## src/rtl/colst_pkg.sv

```systemverilog
// Shared constants and types for the column statistics block.
package colst_pkg;

    localparam int SAMPLE_W = 32;
    localparam int SUM_W    = 42;
    localparam int ALU_W    = SUM_W + 1;
    localparam int ROW_W    = 11;
    localparam int IDX_W    = 10;
    localparam int TOL_W    = 16;
    localparam int REM_W    = ROW_W + 1;
    localparam int CNT_W    = 6;
    localparam int MAX_ROWS = 1024;
    localparam int ADDR_W   = 3;
    localparam int DATA_W   = 32;

    // register index, taken from paddr[2]
    localparam logic REG_ROW_COUNT = 1'b0;
    localparam logic REG_TOLERANCE = 1'b1;

    // request to the shared add/subtract unit
    typedef struct packed {
        logic [ALU_W-1:0] a;
        logic [ALU_W-1:0] b;
        logic             sub;
    } t_alu_req;

    typedef struct packed {
        logic [ALU_W-1:0] res;
        logic             neg;
    } t_alu_rsp;

endpackage

```

## src/rtl/colst_in_if.sv

```systemverilog
// Sample channel: valid/ready handshake carrying one Q16.16 sample.
interface colst_in_if import colst_pkg::*; ();
    logic                       valid;
    logic                       ready;
    logic signed [SAMPLE_W-1:0] sample;

    modport source (output valid, output sample, input ready);
    modport sink   (input valid, input sample, output ready);
endinterface

```

## src/rtl/colst_out_if.sv

```systemverilog
// Result channel: valid/ready handshake carrying one column summary.
interface colst_out_if import colst_pkg::*; ();
    logic                       valid;
    logic                       ready;
    logic signed [SAMPLE_W-1:0] col_max;
    logic signed [SAMPLE_W-1:0] col_min;
    logic signed [SAMPLE_W-1:0] col_mean;
    logic signed [SAMPLE_W-1:0] col_median;
    logic                       is_sorted;

    modport source (output valid, output col_max, output col_min, output col_mean,
                    output col_median, output is_sorted, input ready);
    modport sink   (input valid, input col_max, input col_min, input col_mean,
                    input col_median, input is_sorted, output ready);
endinterface

```

## src/rtl/colst_alu.sv

```systemverilog
// Shared add/subtract unit used by every step of the column sequencer.
module colst_alu import colst_pkg::*; (
    input  t_alu_req i_req,
    output t_alu_rsp o_rsp
);

    logic [ALU_W-1:0] b_eff;
    logic [ALU_W-1:0] res;

    assign b_eff = i_req.b ^ {ALU_W{i_req.sub}};
    assign res   = i_req.a + b_eff + {{(ALU_W-1){1'b0}}, i_req.sub};

    always_comb begin
        o_rsp.res = res;
        o_rsp.neg = res[ALU_W-1];
    end

endmodule

```

## src/rtl/column_statistics.sv

```systemverilog
// Top level of the column statistics block: sequencer, state and config registers.
//
// Usage:
//   Samples (signed Q16.16) arrive on i_in, one per transaction. After
//   row_count samples the block emits one transaction on o_out carrying the
//   column max, min, mean (sum / row_count, truncated toward zero), the
//   median (floor of the mean of the middle samples, 0 when unsorted) and
//   the sortedness flag. Then a fresh column starts.
//   Config goes over the APB port: row_count at 0x0, sorted_tolerance at
//   0x4. Writes take effect at once; pready is tied high.
// Timing:
//   All arithmetic runs through one shared 43-bit add/subtract unit, one
//   step per cycle. A sample is accepted and then passes through five steps
//   (max, min, sum, difference, tolerance); i_in.ready is low meanwhile.
//   The last sample of a column adds a 42-step restoring division of the
//   sum by the row count, plus abs, negate and median steps.
// Reset / stall:
//   Synchronous active-low reset clears the column, sets row_count to 1 and
//   tolerance to 0. The result sits in an output register; the next column's
//   samples are accepted while it waits, and only the next column's result
//   holds in its final step until the receiver takes the pending one.
module column_statistics import colst_pkg::*; (
    input  logic                i_clk,
    input  logic                i_rst_n,
    colst_in_if.sink            i_in,
    colst_out_if.source         o_out,
    input  logic                psel,
    input  logic                penable,
    input  logic                pwrite,
    input  logic [ADDR_W-1:0]   paddr,
    input  logic [DATA_W-1:0]   pwdata,
    output logic [DATA_W-1:0]   prdata,
    output logic                pready
);

    typedef enum logic [3:0] {
        S_IDLE, S_MAX, S_MIN, S_SUM, S_DIFF, S_SORT, S_ABS, S_DIV, S_NEG, S_MED, S_DONE
    } t_state;

    t_state                      r_state;
    logic [ROW_W-1:0]            r_row_count;
    logic [TOL_W-1:0]            r_tol;
    logic [IDX_W-1:0]            r_idx;
    logic [SAMPLE_W-1:0]         r_x;
    logic [SAMPLE_W-1:0]         r_max;
    logic [SAMPLE_W-1:0]         r_min;
    logic [SUM_W-1:0]            r_sum;
    logic [SAMPLE_W-1:0]         r_prev;
    logic                        r_sorted;
    logic [SAMPLE_W-1:0]         r_mid_lo;
    logic [SAMPLE_W-1:0]         r_mid_hi;
    logic [ALU_W-1:0]            r_acc;
    logic [SUM_W-1:0]            r_quo;
    logic [REM_W-1:0]            r_rem;
    logic [CNT_W-1:0]            r_cnt;
    logic                        r_out_valid;
    logic [SAMPLE_W-1:0]         r_out_max;
    logic [SAMPLE_W-1:0]         r_out_min;
    logic [SAMPLE_W-1:0]         r_out_mean;
    logic [SAMPLE_W-1:0]         r_out_median;
    logic                        r_out_sorted;

    logic [ROW_W-1:0]            eff_rows;
    logic [ROW_W-1:0]            lo_idx;
    logic [ROW_W-1:0]            hi_idx;
    logic                        last_sample;
    logic [REM_W-1:0]            rem_sh;
    logic                        cfg_wr;
    t_alu_req                    alu_req;
    t_alu_rsp                    alu_rsp;

    function automatic logic [ALU_W-1:0] sx(input logic [SAMPLE_W-1:0] v);
        sx = {{(ALU_W-SAMPLE_W){v[SAMPLE_W-1]}}, v};
    endfunction

    // effective count: zero reads as one, large values clip to the max
    always_comb begin
        if (r_row_count == '0) begin
            eff_rows = ROW_W'(1);
        end else if (r_row_count > ROW_W'(MAX_ROWS)) begin
            eff_rows = ROW_W'(MAX_ROWS);
        end else begin
            eff_rows = r_row_count;
        end
    end

    assign lo_idx      = (eff_rows - ROW_W'(1)) >> 1;
    assign hi_idx      = eff_rows >> 1;
    assign last_sample = ({1'b0, r_idx} + ROW_W'(1)) >= eff_rows;
    assign rem_sh      = {r_rem[REM_W-2:0], r_quo[SUM_W-1]};

    // operand select for the shared unit
    always_comb begin
        alu_req.a   = '0;
        alu_req.b   = '0;
        alu_req.sub = 1'b0;
        case (r_state)
            S_MAX: begin
                alu_req.a   = sx(r_max);
                alu_req.b   = sx(r_x);
                alu_req.sub = 1'b1;              // negative: new sample above max
            end
            S_MIN: begin
                alu_req.a   = sx(r_x);
                alu_req.b   = sx(r_min);
                alu_req.sub = 1'b1;              // negative: new sample below min
            end
            S_SUM: begin
                alu_req.a   = {r_sum[SUM_W-1], r_sum};
                alu_req.b   = sx(r_x);
            end
            S_DIFF: begin
                alu_req.a   = sx(r_prev);
                alu_req.b   = sx(r_x);
                alu_req.sub = 1'b1;
            end
            S_SORT: begin
                alu_req.a   = {{(ALU_W-TOL_W){1'b0}}, r_tol};
                alu_req.b   = r_acc;
                alu_req.sub = 1'b1;              // negative: descent beyond tolerance
            end
            S_ABS: begin
                alu_req.b   = {r_sum[SUM_W-1], r_sum};
                alu_req.sub = r_sum[SUM_W-1];
            end
            S_DIV: begin
                alu_req.a   = {{(ALU_W-REM_W){1'b0}}, rem_sh};
                alu_req.b   = {{(ALU_W-ROW_W){1'b0}}, eff_rows};
                alu_req.sub = 1'b1;
            end
            S_NEG: begin
                alu_req.b   = {1'b0, r_quo};
                alu_req.sub = r_sum[SUM_W-1];
            end
            S_MED: begin
                alu_req.a   = sx(r_mid_lo);
                alu_req.b   = sx(r_mid_hi);
            end
            default: begin
                alu_req.sub = 1'b0;
            end
        endcase
    end

    colst_alu u_alu (
        .i_req (alu_req),
        .o_rsp (alu_rsp)
    );

    assign cfg_wr = psel && penable && pwrite;

    always_ff @(posedge i_clk) begin
        if (!i_rst_n) begin
            r_state     <= S_IDLE;
            r_row_count <= ROW_W'(1);
            r_tol       <= '0;
            r_idx       <= '0;
            r_max       <= '0;
            r_min       <= '0;
            r_sum       <= '0;
            r_prev      <= '0;
            r_sorted    <= 1'b1;
            r_mid_lo    <= '0;
            r_mid_hi    <= '0;
            r_out_valid <= 1'b0;
        end else begin
            if (cfg_wr) begin
                unique case (paddr[2])
                    REG_ROW_COUNT: r_row_count <= pwdata[ROW_W-1:0];
                    REG_TOLERANCE: r_tol       <= pwdata[TOL_W-1:0];
                endcase
            end

            // S_DONE reloads the output register itself on a handshake
            if (o_out.valid && o_out.ready && r_state != S_DONE) begin
                r_out_valid <= 1'b0;
            end

            unique case (r_state)
                S_IDLE: begin
                    if (i_in.valid) begin
                        r_x     <= i_in.sample;
                        r_state <= S_MAX;
                    end
                end
                S_MAX: begin
                    if (r_idx == '0 || alu_rsp.neg) begin
                        r_max <= r_x;
                    end
                    r_state <= S_MIN;
                end
                S_MIN: begin
                    if (r_idx == '0 || alu_rsp.neg) begin
                        r_min <= r_x;
                    end
                    r_state <= S_SUM;
                end
                S_SUM: begin
                    if (r_idx == '0) begin
                        r_sum <= {{(SUM_W-SAMPLE_W){r_x[SAMPLE_W-1]}}, r_x};
                    end else begin
                        r_sum <= alu_rsp.res[SUM_W-1:0];
                    end
                    r_state <= S_DIFF;
                end
                S_DIFF: begin
                    r_acc   <= alu_rsp.res;
                    r_state <= S_SORT;
                end
                S_SORT: begin
                    if (r_idx != '0 && alu_rsp.neg) begin
                        r_sorted <= 1'b0;
                    end
                    r_prev <= r_x;
                    if ({1'b0, r_idx} == lo_idx) begin
                        r_mid_lo <= r_x;
                    end
                    if ({1'b0, r_idx} == hi_idx) begin
                        r_mid_hi <= r_x;
                    end
                    if (last_sample) begin
                        r_state <= S_ABS;
                    end else begin
                        r_idx   <= r_idx + IDX_W'(1);
                        r_state <= S_IDLE;
                    end
                end
                S_ABS: begin
                    r_quo   <= alu_rsp.res[SUM_W-1:0];
                    r_rem   <= '0;
                    r_cnt   <= '0;
                    r_state <= S_DIV;
                end
                S_DIV: begin
                    // restoring division, one quotient bit per cycle
                    if (alu_rsp.neg) begin
                        r_rem <= rem_sh;
                    end else begin
                        r_rem <= alu_rsp.res[REM_W-1:0];
                    end
                    r_quo <= {r_quo[SUM_W-2:0], ~alu_rsp.neg};
                    r_cnt <= r_cnt + CNT_W'(1);
                    if (r_cnt == CNT_W'(SUM_W - 1)) begin
                        r_state <= S_NEG;
                    end
                end
                S_NEG: begin
                    r_quo   <= alu_rsp.res[SUM_W-1:0];
                    r_state <= S_MED;
                end
                S_MED: begin
                    r_acc   <= alu_rsp.res;
                    r_state <= S_DONE;
                end
                S_DONE: begin
                    if (!r_out_valid || o_out.ready) begin
                        r_out_valid  <= 1'b1;
                        r_out_max    <= r_max;
                        r_out_min    <= r_min;
                        r_out_mean   <= r_quo[SAMPLE_W-1:0];
                        r_out_median <= r_sorted ? r_acc[SAMPLE_W:1] : '0;
                        r_out_sorted <= r_sorted;
                        // start a fresh column
                        r_idx    <= '0;
                        r_max    <= '0;
                        r_min    <= '0;
                        r_sum    <= '0;
                        r_prev   <= '0;
                        r_sorted <= 1'b1;
                        r_mid_lo <= '0;
                        r_mid_hi <= '0;
                        r_state  <= S_IDLE;
                    end
                end
                default: begin
                    r_state <= S_IDLE;
                end
            endcase
        end
    end

    assign i_in.ready       = (r_state == S_IDLE);
    assign o_out.valid      = r_out_valid;
    assign o_out.col_max    = r_out_max;
    assign o_out.col_min    = r_out_min;
    assign o_out.col_mean   = r_out_mean;
    assign o_out.col_median = r_out_median;
    assign o_out.is_sorted  = r_out_sorted;

    assign pready = 1'b1;
    assign prdata = (paddr[2] == REG_TOLERANCE) ? {{(DATA_W-TOL_W){1'b0}}, r_tol}
                                                : {{(DATA_W-ROW_W){1'b0}}, r_row_count};

`ifndef SYNTHESIS
    a_busy_after_accept: assert property (@(posedge i_clk) disable iff (!i_rst_n)
        i_in.valid && i_in.ready |=> !i_in.ready)
        else $error("sample accepted while sequencer still busy");

    a_div_count: assert property (@(posedge i_clk) disable iff (!i_rst_n)
        r_state == S_DIV |-> r_cnt < CNT_W'(SUM_W))
        else $error("division ran past the quotient width");

    a_rem_bound: assert property (@(posedge i_clk) disable iff (!i_rst_n)
        r_state == S_DIV |-> r_rem < {1'b0, eff_rows})
        else $error("partial remainder not below the divisor");

    a_unsorted_median: assert property (@(posedge i_clk) disable iff (!i_rst_n)
        o_out.valid && !o_out.is_sorted |-> o_out.col_median == '0)
        else $error("nonzero median on an unsorted column");
`endif

endmodule
```

## src/flat_wrapper.sv

```systemverilog
// flat-port wrapper written by rule: the top's interface ports become plain ports
module column_statistics_flat import colst_pkg::*;
  (i_clk, i_rst_n, psel, penable, pwrite, paddr, pwdata, prdata, pready, i_in_valid, i_in_sample, i_in_ready, o_out_valid, o_out_col_max, o_out_col_min, o_out_col_mean, o_out_col_median, o_out_is_sorted, o_out_ready);
  colst_in_if i_in_i ();
  colst_out_if o_out_i ();
  input  logic i_clk;
  input  logic i_rst_n;
  input  logic psel;
  input  logic penable;
  input  logic pwrite;
  input  logic [ADDR_W-1:0] paddr;
  input  logic [DATA_W-1:0] pwdata;
  output logic [DATA_W-1:0] prdata;
  output logic pready;
  input wire logic [$bits(i_in_i.valid)-1:0] i_in_valid;
  input wire logic [$bits(i_in_i.sample)-1:0] i_in_sample;
  output wire logic [$bits(i_in_i.ready)-1:0] i_in_ready;
  output wire logic [$bits(o_out_i.valid)-1:0] o_out_valid;
  output wire logic [$bits(o_out_i.col_max)-1:0] o_out_col_max;
  output wire logic [$bits(o_out_i.col_min)-1:0] o_out_col_min;
  output wire logic [$bits(o_out_i.col_mean)-1:0] o_out_col_mean;
  output wire logic [$bits(o_out_i.col_median)-1:0] o_out_col_median;
  output wire logic [$bits(o_out_i.is_sorted)-1:0] o_out_is_sorted;
  input wire logic [$bits(o_out_i.ready)-1:0] o_out_ready;
  assign i_in_i.valid = i_in_valid;
  assign i_in_i.sample = i_in_sample;
  assign i_in_ready = i_in_i.ready;
  assign o_out_valid = o_out_i.valid;
  assign o_out_col_max = o_out_i.col_max;
  assign o_out_col_min = o_out_i.col_min;
  assign o_out_col_mean = o_out_i.col_mean;
  assign o_out_col_median = o_out_i.col_median;
  assign o_out_is_sorted = o_out_i.is_sorted;
  assign o_out_i.ready = o_out_ready;
  column_statistics u_core (.i_clk(i_clk), .i_rst_n(i_rst_n), .i_in(i_in_i), .o_out(o_out_i), .psel(psel), .penable(penable), .pwrite(pwrite), .paddr(paddr), .pwdata(pwdata), .prdata(prdata), .pready(pready));
endmodule
```

## config.mk

```make
export PLATFORM = sky130hd
export DESIGN_NAME = column_statistics_flat
export DESIGN_NICKNAME = d
export VERILOG_FILES = /design/src/rtl/colst_pkg.sv /design/src/rtl/colst_in_if.sv /design/src/rtl/colst_out_if.sv /design/src/rtl/colst_alu.sv /design/src/rtl/column_statistics.sv /design/src/flat_wrapper.sv
export SDC_FILE = /design/constraint.sdc
export NUM_CORES = 1
export LEC_CHECK = 0
export ABC_CLOCK_PERIOD_IN_PS = 9650
export BUFFER_PORTS_ARGS = -buffer_cell sky130_fd_sc_hd__buf_4
export CELL_PAD_IN_SITES_DETAIL_PLACEMENT = 0
export CELL_PAD_IN_SITES_GLOBAL_PLACEMENT = 2
export CORE_MARGIN = 10
export CORE_UTILIZATION = 32
export DETAILED_ROUTE_END_ITERATION = 7
export GPL_TIMING_DRIVEN = 1
export HOLD_SLACK_MARGIN = 0.15
export PLACE_DENSITY = 0.8
export SLEW_MARGIN = 20
export SYNTH_ARGS = -nofsm -noshare
export SYNTH_HDL_FRONTEND = slang
export SYNTH_SLANG_ARGS = --single-unit
```

## constraint.sdc

```tcl
create_clock -name i_clk -period 9.65 [get_ports i_clk]
set_input_delay 1.4475 -clock i_clk [delete_from_list [all_inputs] [get_ports i_clk]]
set_output_delay 1.4475 -clock i_clk [all_outputs]
set_load 0.005 [all_outputs]
```

* Yosys cells after proc, flatten, opt, wreduce, memory -nomap -nowiden
Index checks and enable logic that the tools add are counted.
** Operators by class
- Reductions and logical operators :: 38
- Magnitude comparators :: 2
- Multiplexer cells :: 36
- Add/subtract/negate cells :: 6
- Equality and inequality tests :: 23
- Bitwise logic cells :: 3
** Operator list (number)
- case mux 43 bit (7 select lines) :: 2
- case mux 32 bit (2 select lines) :: 5
- case mux 42 bit (2 select lines) :: 2
- 2-to-1 mux 32 bit :: 4
- 2-to-1 mux 42 bit :: 2
- case mux 4 bit (11 select lines) :: 1
- adder 43 x 1 -> 43 bit :: 1
- adder 43 bit :: 1
- bitwise XOR 43 bit :: 1
- 2-to-1 mux 11 bit :: 3
- AND reduction 3 bit :: 9
- case mux 11 bit (2 select lines) :: 1
- == test 10 bit :: 2
- 2-to-1 mux 10 bit :: 2
- case mux 10 bit (2 select lines) :: 1
- == test 4 x 3 -> 1 bit (second input constant) :: 4
- 2-to-1 mux 16 bit :: 1
- != test 2 x 1 -> 1 bit (second input constant) :: 7
- AND reduction 2 bit :: 7
- == test 4 bit (second input constant) :: 3
- 2-to-1 mux 4 bit :: 3
- case mux 6 bit (2 select lines) :: 1
- nonzero test 2 bit :: 6
- adder 10 x 1 -> 11 bit (second input constant) :: 1
- other kinds (24) :: 38
** Word-level totals
- Logic and storage cells :: 130
- Output and inout port bits :: 164
- Register bits :: 508

* Depth between registers and ports, before layout
Gate-level depths: netlist (run 1).
- Depth after elaboration :: 10
- Gate-level depth with buffers :: 22

* Cells and area by module
A second synthesis (run 1) with hierarchy kept.
** Unflattened totals
- Cell total of the unflattened synthesis :: 2556
- Area total of the unflattened synthesis :: 25029.0 um^2
** Modules (own cells, without submodules)
- column_statistics :: area an instance 22071.2 um^2, instances 1, cells an instance 2151
- colst_alu :: area an instance 2957.8 um^2, instances 1, cells an instance 405

* Least setup slack after synthesis (run 1)
OpenSTA, ideal clock, no wires.
- Path kind :: input to register
- Start point :: input o_out_ready
- End point :: register u_core.r_out_max[0] (netlist: u_core.o_out.col_max[0]) (enable)
- Path buffers :: 2
- Arrival time :: 7503 ps
- Slack :: 1528 ps
- Stages on the path :: 5
- Cells stage by stage :: nand2b_1 -> nand2_1 -> clkbuf_1 -> buf_1 -> nor2_1
** Between the ends
- Cells in the longest elaborated chain, start to end :: 2
** Ends and longest elaborated chain
- start, declared :: line flat_wrapper.sv:24 : input wire logic [$bits(o_out_i.ready)-1:0] o_out_ready;
- logical OR 1 bit :: line column_statistics.sv:256 : if (!r_out_valid || o_out.ready) begin
- AND reduction 3 bit (no line)
- end signal, assigned :: line column_statistics.sv:258 : r_out_max <= r_max;
- end, declared :: line column_statistics.sv:57 : logic [SAMPLE_W-1:0] r_out_max;
No other way between the ends.
A chain may end at the register's enable or synchronous reset.

* Worst setup path in the final report (run 1)
- Start point :: register u_core.r_state[2]
- End point :: register u_core.r_min[28]
** Between the ends
- Cells in the longest elaborated chain, start to end :: 9
- Elaborated cells on any way between the ends :: 25
- Those cells by class :: add/sub (2); eq/ne (12); mux (4); bitwise (1); reduce/logical (6)
** Ends and longest elaborated chain
- start, declared :: line column_statistics.sv:40 : t_state r_state;
- start signal, assigned :: line column_statistics.sv:154 : r_state <= S_IDLE;
- start signal, assigned :: line column_statistics.sv:183 : r_state <= S_MAX;
- start signal, assigned :: line column_statistics.sv:190 : r_state <= S_MIN;
- == test 4 x 3 -> 1 bit, or another cell as far along :: line column_statistics.sv:97 : case (r_state)
- OR reduction 3 bit (no line), or another cell as far along
- case mux 43 bit (7 select lines) or case mux 1 bit (2 select lines) (tied branches) :: line column_statistics.sv:97
- bitwise XOR 43 bit :: line colst_alu.sv:10 : assign b_eff = i_req.b ^ {ALU_W{i_req.sub}};
- adder 43 bit :: line colst_alu.sv:11 : assign res = i_req.a + b_eff + {{(ALU_W-1){1'b0}}, i_req.sub};
- adder 43 x 1 -> 43 bit :: line colst_alu.sv:11
- logical OR 1 bit :: line column_statistics.sv:193 : if (r_idx == '0 || alu_rsp.neg) begin
- != test 2 x 1 -> 1 bit (no line)
- AND reduction 3 bit (no line)
- end signal, assigned :: line column_statistics.sv:194 : r_min <= r_x;
- end, declared :: line column_statistics.sv:46 : logic [SAMPLE_W-1:0] r_min;
Several ways; a longest one is shown, not always the timed one.

==> results of run 1 <==
[routing by layer]
metal,up-vias,share of wire (%),track usage (%),wire length [um]
met1,10218,44,25.58,39100
met5,-,0,0,0
met4,0,2.7,6.112,2363
met2,846,47,31.20,41060
met3,140,6.5,2.944,5761
li1,9344,-,-,-
[how the worst max path moves through the flow]
stage	from	endpoint	slack (ps)	cells past startpoint
2_1_floorplan	o_out_ready	u_core.o_out.col_max[0]	1530	5
3_3_place_gp	u_core.r_state[0]	u_core.r_min[19]	2520	18
3_5_place_dp	u_core.r_state[0]	u_core.r_min[28]	2540	20
4_1_cts	u_core.r_state[0]	u_core.r_min[28]	2520	20
5_1_grt	u_core.r_state[0]	u_core.r_min[15]	2480	19
6_report	u_core.r_state[2]	u_core.r_min[28]	2740	18
[layout make-up]
class	count	area, um2	share of cell area, %
timing repair buffer	247	1854	6.414
multi-input combinational	1766	11110	38.44
tap	1030	1289	4.458
inverter	41	156.4	0.5410
clock inverter	29	264.0	0.9133
sequential	508	12800	44.30
clock buffer	69	1426	4.934
[synth_stat cells (all sizes together) (12+ instances only)]
library cell	instances	share of area (%)
o21ai	85	1.7
clkbuf	149	2.3
a222oi	50	2.0
nand2	391	5.9
mux2	43	2.0
buf	45	1.0
and3	12	0.30
ha	57	2.9
dfxtp	245	20
nand2b	19	0.48
a22oi	94	2.9
a211oi	12	0.36
and2	39	0.99
a221oi	12	0.45
inv	40	0.61
nand4	25	0.63
nor2	167	2.6
xnor2	50	1.8
edfxtp	263	32
a31oi	23	0.64
a21oi	187	3.8
a21o	35	1.1
nor2b	14	0.35
mux2i	85	3.4
nor3	21	0.45
xor2	58	2.1
nand3	151	3.1
[worst register-to-register path: cells and delay by family, from the launching register on]
family | cells | cell delay, ps
mux | 1 | 310
compound gates | 10 | 3350
fa+ha+maj | 1 | 280
buf+inv | 3 | 1180
flops | 1 | 650
xor+xnor | 2 | 550
simple gates | 1 | 530
[metrics by stage]
step / utilization (%) / hold slack [ps] / instances / total power, W
2_1_floorplan: - / 428.9 / 2509 / 0.003139
3_3_place_gp: 35.69 / 445.2 / 3592 / 0.003448
3_5_place_dp: 35.71 / 456.0 / 3592 / 0.003462
4_1_cts: 37.93 / 467.9 / 3690 / 0.005511
5_1_grt: 37.94 / 488.7 / 3690 / 0.005695
6_report: 37.94 / 468.7 / 3690 / 0.005479
[logic make-up (layout without fill, tap and decap cells)]
| group | after synthesis | in the layout | share of synthesized area [%] |
|---|---|---|---|
| XOR/XNOR | 108 | 108 | 3.861 |
| AND/OR/NAND/NOR | 868 | 868 | 15.69 |
| flip-flops | 508 | 508 | 51.85 |
| buffers and inverters | 235 | 386 | 3.937 |
| multiplexers | 128 | 128 | 5.407 |
| AO/OA/AOI/OAI | 587 | 587 | 16.26 |
| other | 2 | 17 | 0.03042 |
| adder cells (fa/ha/maj) | 58 | 58 | 2.969 |
[where the power goes]
part / leakage [nW] / total (W) / switching [W] / internal (W)
clock: 0.815 / 0.00204 / 0.000892 / 0.00115
sequential: 4.34 / 0.00241 / 0.0000607 / 0.00235
combinational: 5.99 / 0.00103 / 0.000683 / 0.000348
[sequential cells by signal (all words and copies together), names as in the netlist, 4 cells and up]
name                     flops
u_core.o_out.col_median     32
u_core.r_mid_lo             32
u_core.o_out.col_mean       32
u_core.r_x                  32
u_core.r_state               4
u_core.r_sum                42
u_core.r_rem                11
u_core.r_mid_hi             32
u_core.r_max                32
u_core.r_prev               32
u_core.r_idx                10
u_core.o_out.col_min        32
u_core.r_cnt                 6
u_core.o_out.col_max        32
u_core.r_row_count          11
u_core.r_quo                42
u_core.r_acc                43
u_core.r_tol                16
u_core.r_min                32
==> results.cfg, run 1 <==
[clock_network]
cts_tree = done
path_clk_slew_ps = 70
clock_path_buffers = 3
clock-root-buffer = clkbuf_16
cts_resized = 0
cts_made_buffers = 52
postCtsSetupRepairBufs = 0
insertion_delay_ps = 630
clock-sinks = 508
hold_buffers = 0
htreeDepth = 2

[timing]
period_minus_slack_ps = 6912
fin_crit_sh_pct = 71.63
fin_skew_ps = 26.74
worst_pin_slew_ps = 1145
setup-violations-final = 0
rsz0062_at_grt = no
hold_viol_final = 0
tns_ps = 0
setup_slack_ps = 2738
maxSlewHeadroom_pct = 23.40
max_freq_mhz = 144.7
drv_slew = 0

[cells_and_area]
mostFrequentLayoutCells = 389 x nand2_1, 263 x edfxtp_1, 247 x buf_4
finalNetCount = 2748
drive_above_1_share_pct = 15.53
design_area_um2 = 28910
antenna_cells = 0
n_fill_cell = 7494
final_common_cell = nand2_1
area_growth_pct = 17.08

[die]
coreArea_um2 = 76200
ioPinCount = 238
start_util_pct = 32.40
rows = 101
die-area_um2 = 88670
fp.dieW_um = 297.8
dieHeight_um = 297.8

[global_routing]
grt_start_max_net_pins = 74
antenna_found_initial = 2
grt_pass1_vias = 20592
grt_overflow_total = 0
grt_use_total_pct = 19.10
grt_pass1_wl_um = 132100

[logic_synthesis]
synth-edff-count = 263
ys_ff_latch = 508
netlist_area_um2 = 24690
synthArstFlopShare_pct = 0
synthCells = 2494
yosysWarnings = 0
ys_seq_area_share_pct = 51.85
ys.flop_type = edfxtp_1
syn_avg_cell_area_um2 = 9.900
yosysUniqueCellTypes = 80

[worst_setup_path]
cp_slowest_stage_delay_ps = 650
worst-r2r-setup-slack_ps = 2740
cp_common_cell = buf_4
crit_slowest_cell = dfxtp_1
worstPathArrival_ps = 7450
required_ps = 10190
worstSetupPathType = reg -> reg
r2r_cells = 18
crit_family = compound AO/OA/AOI/OAI gates
cp_max_fo = 20
crit_chain = or3b_2 > a21oi_4 > buf_4 > a221oi_1 > xnor2_1 > fa_1 > a21oi_1 > o21ai_0 > o2111ai_1 > a21boi_1 > a221oi_2 > o31ai_2 > a41oi_2 > xnor2_2 > buf_4 > o311ai_4 > buf_4 > mux2i_1
crit_buf_inv = 3
cp-start-kind = flip-flop
r2r_end = u_core.r_min[28]
r2r-start = u_core.r_state[2]
end_kind = flip-flop

[place]
pre_cts_ws_ps = 2542
portBuffers = 202
place_congestion = 0.8694
dp_hpwl_um = 58710
place_area_um2 = 27210

[outcome]
status = finished, final reports clean

[route]
num_vias = 20548
dr.first_iter.drc_count = 2117
drt_pass1_iterations = 6
wirelength_um = 88280
ant_nets = 0
drc_errors = 0
wire_per_inst_um = 23.92
vias_per_cell = 5.569

[min_path]
hold_depth = 2
hold_end = u_core.r_prev[28]
min-delay-start = u_core.r_prev[28]
hp-class = reg -> reg

[power]
ir_drop_uv = 139.3
power.leakage_nw = 11.14
power_density_nw_per_um2 = 189.5

[flow_run]
max-cap-violations = 0
Note: power is estimated with default switching activity, not from simulation.
==> inputs of run 2 (changes only) <==
--- a/config.mk
+++ b/config.mk
@@ -5,7 +5,7 @@
 export SDC_FILE = /design/constraint.sdc
 export NUM_CORES = 1
 export LEC_CHECK = 0
-export ABC_CLOCK_PERIOD_IN_PS = 9650
+export ABC_CLOCK_PERIOD_IN_PS = 6250
 export BUFFER_PORTS_ARGS = -buffer_cell sky130_fd_sc_hd__buf_4
 export CELL_PAD_IN_SITES_DETAIL_PLACEMENT = 0
 export CELL_PAD_IN_SITES_GLOBAL_PLACEMENT = 2
@@ -14,7 +14,7 @@
 export DETAILED_ROUTE_END_ITERATION = 7
 export GPL_TIMING_DRIVEN = 1
 export HOLD_SLACK_MARGIN = 0.15
-export PLACE_DENSITY = 0.8
+export PLACE_DENSITY = 0.82
 export SLEW_MARGIN = 20
 export SYNTH_ARGS = -nofsm -noshare
 export SYNTH_HDL_FRONTEND = slang
==> constraint.sdc (replaced) <==
create_clock -name i_clk -period 6.25 [get_ports i_clk]
set_input_delay 0.9375 -clock i_clk [delete_from_list [all_inputs] [get_ports i_clk]]
set_output_delay 0.9375 -clock i_clk [all_outputs]
set_load 0.005 [all_outputs]
==> results.cfg, run 2 (synthesized netlist as in run 1, its figures left out) <==
[outcome]
status = finished, final reports clean

[worst_setup_path]
required_ps = 6610
worst-r2r-setup-slack_ps = 430
cp-start-kind = flip-flop
cp_slowest_stage_delay_ps = 820
worstPathArrival_ps = 6180
worstSetupPathType = reg -> reg
crit_slowest_cell = dfxtp_1
cp_max_fo = 18
end_kind = flip-flop
crit_chain = buf_4 > mux2i_1 > o21ai_0 > a22oi_1 > a21oi_2 > nor2_1 > fa_1 > a21oi_1 > o21ai_0 > o2111ai_1 > a21boi_1 > a221oi_2 > o31ai_2 > a41oi_2 > xnor2_2 > buf_4 > mux2i_1 > nor2_1

[route]
drt_pass1_iterations = 6
num_vias = 20762
wirelength_um = 89560
ant_nets = 0
drc_errors = 0
dr.first_iter.drc_count = 2420
wire_per_inst_um = 24.03
vias_per_cell = 5.571

[global_routing]
grt_start_max_net_pins = 68
grt_pass1_wl_um = 132100
grt_overflow_total = 0
antenna_found_initial = 2
grt_pass1_vias = 20388
grt_use_total_pct = 19.21

[power]
total_power_w = 0.008839
power_density_nw_per_um2 = 300.2
ir_drop_uv = 204.1
power.leakage_nw = 11.44

[place]
portBuffers = 202
dp_hpwl_um = 60640
place_congestion = 0.8980
place_area_um2 = 27540

[min_path]
hp-class = reg -> reg

[die]
coreArea_um2 = 76200
die-area_um2 = 88670
fp.dieW_um = 297.8
start_util_pct = 32.40
dieHeight_um = 297.8
ioPinCount = 238
rows = 101

[cells_and_area]
n_fill_cell = 7515
area_growth_pct = 19.23
top_regs = u_core.r_acc x43, u_core.r_quo x42, u_core.r_sum x42
finalNetCount = 2784
largest_register_ff_count = 43
drive_above_1_share_pct = 16.72
design_area_um2 = 29440
final_common_cell = nand2_1
antenna_cells = 0
mostFrequentLayoutCells = 389 x nand2_1, 272 x buf_4, 263 x edfxtp_1
utilization_pct = 38.63
top_register = u_core.r_acc

[flow_run]
max-cap-violations = 0

[timing]
tns_ps = 0
period_minus_slack_ps = 5816
maxSlewHeadroom_pct = 24.03
rsz0062_at_grt = no
max_freq_mhz = 171.9
worst_pin_slew_ps = 1136
setup-violations-final = 0
drv_slew = 0
hold_viol_final = 0
fin_crit_sh_pct = 93.06
fin_skew_ps = 34.92

[clock_network]
htreeDepth = 2
clock-root-buffer = clkbuf_16
cts_made_buffers = 55
cts_resized = 0
postCtsSetupRepairBufs = 0
hold_buffers = 0
clock_path_buffers = 3
insertion_delay_ps = 630
clock-sinks = 508
cts_tree = done
path_clk_slew_ps = 60
==> run 2: metal layers <==
metal / global-route usage [%] / share of wire [%] / vias to the layer above
li1: - / - / 9393
met1: 25.94 / 43 / 10254
met2: 31.16 / 46 / 980
met3: 2.719 / 7.5 / 135
met4: 6.470 / 3.1 / 0
met5: 0 / 0 / -
==> run 2: critical path: cells and delay by family (launching register included) <==
family / cells / cell delay, ps
compound gates: 10 / 2590
flops: 1 / 820
buf+inv: 2 / 650
mux: 2 / 550
xor+xnor: 1 / 430
fa+ha+maj: 1 / 250
simple gates: 2 / 240
==> run 2: area by class of cell <==
cell class	count	area [um2]	area share (%)
Inverter	41	156.4	0.5313
Tap cell	1030	1289	4.378
Clock buffer	64	1430	4.858
Multi-Input combinational cell	1766	11090	37.68
Timing Repair Buffer	280	2202	7.480
Clock inverter	38	466.7	1.585
Sequential cell	508	12800	43.49
==> run 2: stage by stage <==
step | instances | hold WS (ps) | worst slack, ps
5_1_grt | 3727 | 462.4 | 55.67
3_3_place_gp | 3625 | 444.4 | 581.8
6_report | 3727 | 466.6 | 433.8
2_1_floorplan | 2509 | 428.9 | 596.7
3_5_place_dp | 3625 | 455.7 | 555.7
4_1_cts | 3727 | 466.6 | 530.4
==> run 2: path summary, 6_finish.rpt <==
path	from	end	cells past startpoint
worst max-delay path	u_core.r_state[0]	u_core.r_rem[6]	18
worst min-delay path	u_core.r_prev[18]	u_core.r_prev[18]	2
worst max register to register	u_core.r_state[0]	u_core.r_rem[6]	18
worst min register to register	u_core.r_prev[18]	u_core.r_prev[18]	2
==> run 2: where the power goes <==
group | internal [W] | switching [W]
sequential | 0.00362 | 0.0000910
combinational | 0.000568 | 0.00108
clock | 0.00205 | 0.00143
total | 0.00624 | 0.00259
